### src/sv/tts_pkg.sv
// Package for the time-to-sample table walker: field structs, opcodes, FSM states.
// Used by tts_div and time_to_sample_table_walker_core.
package tts_pkg;
  localparam int TableDepth = 1024;
  localparam int AddrW = $clog2(TableDepth);
  localparam int CntW = 11;

  localparam logic [1:0] OpLoad = 2'd0;
  localparam logic [1:0] OpT2s = 2'd1;
  localparam logic [1:0] OpS2t = 2'd2;
  localparam logic [1:0] OpUnused = 2'd3;

  typedef struct packed {
    logic [1:0] operation;
    logic [9:0] entry_index;
    logic [31:0] run_count;
    logic [31:0] run_duration;
    logic [31:0] query_value;
  } in_t;

  typedef struct packed {
    logic found;
    logic [31:0] answer;
  } out_t;

  typedef enum logic [3:0] {
    StIdle, StRead, StCheck, StMul, StStep, StDiv, StFinish, StDone
  } state_t;

  typedef struct packed {
    logic start;
    logic [31:0] dividend;
    logic [31:0] divisor;
  } div_req_t;
endpackage

### src/sv/tts_div.sv
// Restoring radix-2 divider, 32-bit quotient.
// Depends on tts_pkg.
module tts_div (
  input  logic              clk,
  input  logic              rst,
  input  tts_pkg::div_req_t req,
  output logic              busy,
  output logic [31:0]       quotient
);
  logic [31:0] rem, quo, dvs;
  logic [5:0]  cnt;
  logic [32:0] trial;
  assign trial = {rem, quo[31]} - {1'b0, dvs};
  always_ff @(posedge clk) begin
    if (rst) begin
      busy <= 1'b0;
      cnt <= '0;
    end else if (req.start) begin
      busy <= 1'b1;
      rem <= '0;
      quo <= req.dividend;
      dvs <= req.divisor;
      cnt <= 6'd32;
    end else if (busy) begin
      if (trial[32]) begin
        rem <= {rem[30:0], quo[31]};
        quo <= {quo[30:0], 1'b0};
      end else begin
        rem <= trial[31:0];
        quo <= {quo[30:0], 1'b1};
      end
      cnt <= cnt - 6'd1;
      if (cnt == 6'd1) busy <= 1'b0;
    end
  end
  assign quotient = quo;
endmodule

### config.mk
export PLATFORM = sky130hd
export DESIGN_NAME = tts_div
export DESIGN_NICKNAME = d
export VERILOG_FILES = /design/src/sv/tts_pkg.sv /design/src/sv/tts_div.sv
export SDC_FILE = /design/constraint.sdc
export NUM_CORES = 1
export LEC_CHECK = 0
export BUFFER_PORTS_ARGS = -buffer_cell sky130_fd_sc_hd__buf_2
export CAP_MARGIN = 10
export CORE_MARGIN = 2
export CORE_UTILIZATION = 60
export CTS_BUF_LIST = sky130_fd_sc_hd__clkbuf_4 sky130_fd_sc_hd__clkbuf_8
export DETAILED_ROUTE_END_ITERATION = 8
export GPL_ROUTABILITY_DRIVEN = 1
export PLACE_DENSITY = 0.85
export SYNTH_ARGS = -nofsm -noshare
export SYNTH_HDL_FRONTEND = slang
export SYNTH_SLANG_ARGS = --single-unit
### constraint.sdc
create_clock -name clk -period 5.7 [get_ports clk]
set_input_delay 0.285 -clock clk [delete_from_list [all_inputs] [get_ports clk]]
set_output_delay 0.285 -clock clk [all_outputs]
set_load 0.01 [all_outputs]
==> flow_summary.yaml <==
power:
  p_int_uw: 1402
  fin_total_pwr_uw: 2048
  p_comb_frac: 0.296
  p_leak_uw: 0.002842
  swShare: 0.3158
  powerDensity_nw_per_um2: 308.8
  vdd_ir_drop_max_mv: 0.2214
  power_switching_uw: 646.9
  p_seq_frac: 0.463
  clockPowerShare: 0.240
timing:
  fmaxAchievable_mhz: 248.6
  layout_setup_ws_ns: 1.677
  period_share: 0.7058
  tightest_slew_ns: 0.9994
  rsz0062_at_grt: "false"
  finalSetupTns_ns: 0
  drv_slew: 0
  skew_ns: 0.01541
  finalHoldViolations: 0
  min_period_ns: 4.023
  finalSetupViolCount: 0
  slew_headroom: 0.3337
critical_path:
  regToRegSetupSlack_ns: 1.68
  path_class: "register to register"
  r2r_end: "rem[25]$_SDFFCE_PP0P_"
  reg2reg_from: "quotient[31]$_DFFE_PP_"
  cp_slowest_cell: "xnor2_4"
  start_kind: "register"
  crit_arrival_ns: 4.13
  crit_required_ns: 5.81
  crit_chain: "inv_1 > ha_1 > fa_1 > nand2b_1 > a21oi_1 > o2111a_1 > o21a_1 > a221o_1 > a21oi_4 > xnor2_4 > buf_4 > mux2i_1 > nor2_1"
  worst-path-buf-inv: 2
  ff2ff_path_depth: 13
  end_kind: "register"
  critPathTopFamily: "compound AO/OA/AOI/OAI gates"
  max_stage_delay_ns: 0.79
  worstPathMaxFanout: 24
die:
  pin_count: 100
  die_h_um: 102.2
  die_w_um: 102.2
  dieArea_um2: 10450
  start_util: 0.6233
  rows: 35
  core_um2: 9284
clock_network:
  htree_levels: 3
  clk_latency_ns: 0.38
  cts.sinks: 103
  cts_hold_buf: 0
  clk_pin_slew_ns: 0.11
  cts_tree: "done"
  cts_buffers: 9
  cts_resized: 0
  post_cts_buffers: 0
  clock_path_buffers: 2
  clockRootBuffer: "clkbuf_8"
synthesis:
  yosys_warnings: 0
  synthCells: 491
  avgSynthCellArea_um2: 11.79
  yosys_register_bits: 103
  syn_area_um2: 5787
  syn_nets: 593
  synth-edff-count: 96
  synth_top_family_by_area: "compound AO/OA/AOI/OAI gates"
  synth-compound-area-share: 0.1157
  synth_ff_type: "edfxtp_1"
  yosys.cell_types.count: 54
  synth-seq-area-share: 0.5224
  muxShareOfSynthArea: 0.1053
  yosys.area_share.adder: 0.07697
  async_flop_share: 0
  synth_simple_gate_area_share: 0.08368
  yosys.area_share.xor_xnor: 0.05708
route:
  avgRoutedWirePerCell_um: 16.28
  viasPerCell: 5.633
  drt_drc_violations_left: 0
  vias: 4084
  drtIter0Drc: 208
  postRouteAntennaNets: 0
  wl_mm: 11.80
  detail_route.first_pass.iterations: 4
hold_path:
  hold_class: "input pin to register"
  holdCritStartpoint: "req[15]"
  min_to: "dvs[15]$_DFFE_PP_"
  whs_path_depth: 1
final_layout:
  finalNonFillerCells: 725
  finalNetCount: 693
  area_growth_pct: 14.62
  final_layout_size_suffix_gt1_frac: 0.2752
  antenna_cells: 0
  final_common_cell: "buf_2"
  mostFrequentLayoutCells: "buf_2 (99), edfxtp_1 (96), nor2_1 (43)"
global_route:
  grt_pass1_wl_mm: 19.28
  overflow: 0
  antenna_found_initial: 0
  grt_pass1_vias: 4191
  grtUsageTotal: 0.2393
  grt_max_degree: 70
status:
  status: "complete, no violations"
placed_design:
  hpwl_mm: 8.548
  place.gp.congestion: 0.9149
  portBuffers: 99
  dp_slack_ns: 1.701
  dp_cells: 709
flow_run:
  drv_cap: 0
==> per-layer routing <==
layer | vias to the layer above | part of all wire | track usage
met4 | 0 | 0.020 | 0.08718
met5 | - | 0 | 0
met2 | 157 | 0.47 | 0.3877
li1 | 1994 | - | -
met3 | 20 | 0.073 | 0.07387
met1 | 1913 | 0.43 | 0.3058
==> stage by stage <==
stage          hold slack, ns  instance area (um2)  utilization
2_1_floorplan          0.3839                 5787            -
3_3_place_gp           0.4618                 6424       0.6919
3_5_place_dp           0.4631                 6424       0.6919
4_1_cts               0.05400                 6633       0.7144
5_1_grt               0.05098                 6633       0.7144
6_report              0.06668                 6633       0.7144
==> power groups by stage <==
stage	clock, uW	sequential (uW)	combinational, uW
after global routing	520	957	674
after detailed placement	0	964	603
after CTS	500	949	605
final	492	949	607
after floorplan	0	965	463
after global placement	0	963	576
==> synth_stat cells (2+ instances only) <==
| library cell | instances | area share |
|---|---|---|
| xnor2_1 | 20 | 0.030 |
| o21ai_0 | 19 | 0.016 |
| nor3_1 | 7 | 0.0061 |
| nand4_1 | 2 | 0.0022 |
| nand2_1 | 23 | 0.015 |
| a21o_1 | 10 | 0.013 |
| a21oi_1 | 31 | 0.027 |
| a211oi_2 | 3 | 0.0065 |
| and3_1 | 5 | 0.0054 |
| buf_6 | 2 | 0.0039 |
| mux2i_1 | 26 | 0.045 |
| a31oi_1 | 2 | 0.0022 |
| dfxtp_1 | 7 | 0.024 |
| nand2b_1 | 6 | 0.0065 |
| nor2b_1 | 3 | 0.0032 |
| a211oi_1 | 2 | 0.0026 |
| o221a_2 | 2 | 0.0039 |
| o31ai_1 | 4 | 0.0052 |
| nand3_1 | 9 | 0.0078 |
| xor2_1 | 14 | 0.021 |
| mux2_2 | 31 | 0.060 |
| o211ai_1 | 3 | 0.0039 |
| nor2_1 | 45 | 0.029 |
| o21a_1 | 3 | 0.0039 |
| a211o_1 | 2 | 0.0030 |
| and2_1 | 3 | 0.0032 |
| inv_1 | 41 | 0.027 |
| a21bo_2 | 2 | 0.0035 |
| ha_1 | 34 | 0.074 |
| clkbuf_1 | 11 | 0.0071 |
| edfxtp_1 | 96 | 0.50 |
==> sequential cells by signal (all words and copies together), names as in the netlist <==
register  flops
quotient     32
busy          1
rem          32
dvs          32
cnt           6
==> cell type report <==
cell class                 instances  area, um2
tap                              129      161.4
multi-input combinational        333       2560
inverter                          41      153.9
sequential                       103       3023
clock inverter                     6      77.57
clock buffer                      10      131.4
timing repair buffer             103      525.5
fill                             645       2651
==> logic make-up after synthesis <==
kind of cell | after synthesis
mux | 57
compound gates | 98
fa+ha+maj | 35
xor+xnor | 36
simple gates | 107
flops | 103
buf+inv | 55
==> how the worst max path moves through the flow <==
stage | start | end | cells after the start | slack, ns
finish | quotient[31]$_DFFE_PP_ | rem[25]$_SDFFCE_PP0P_ | 13 | 1.68
global route | quotient[31]$_DFFE_PP_ | rem[21]$_SDFFCE_PP0P_ | 13 | 1.34
CTS | quotient[31]$_DFFE_PP_ | rem[25]$_SDFFCE_PP0P_ | 13 | 1.66
global placement | quotient[31]$_DFFE_PP_ | rem[14]$_SDFFCE_PP0P_ | 13 | 1.82
detailed placement | quotient[31]$_DFFE_PP_ | rem[25]$_SDFFCE_PP0P_ | 13 | 1.70
floorplan | req[64] | busy$_SDFF_PP0_ | 4 | 1.95
No activity file was read; power rests on OpenSTA's default activity.
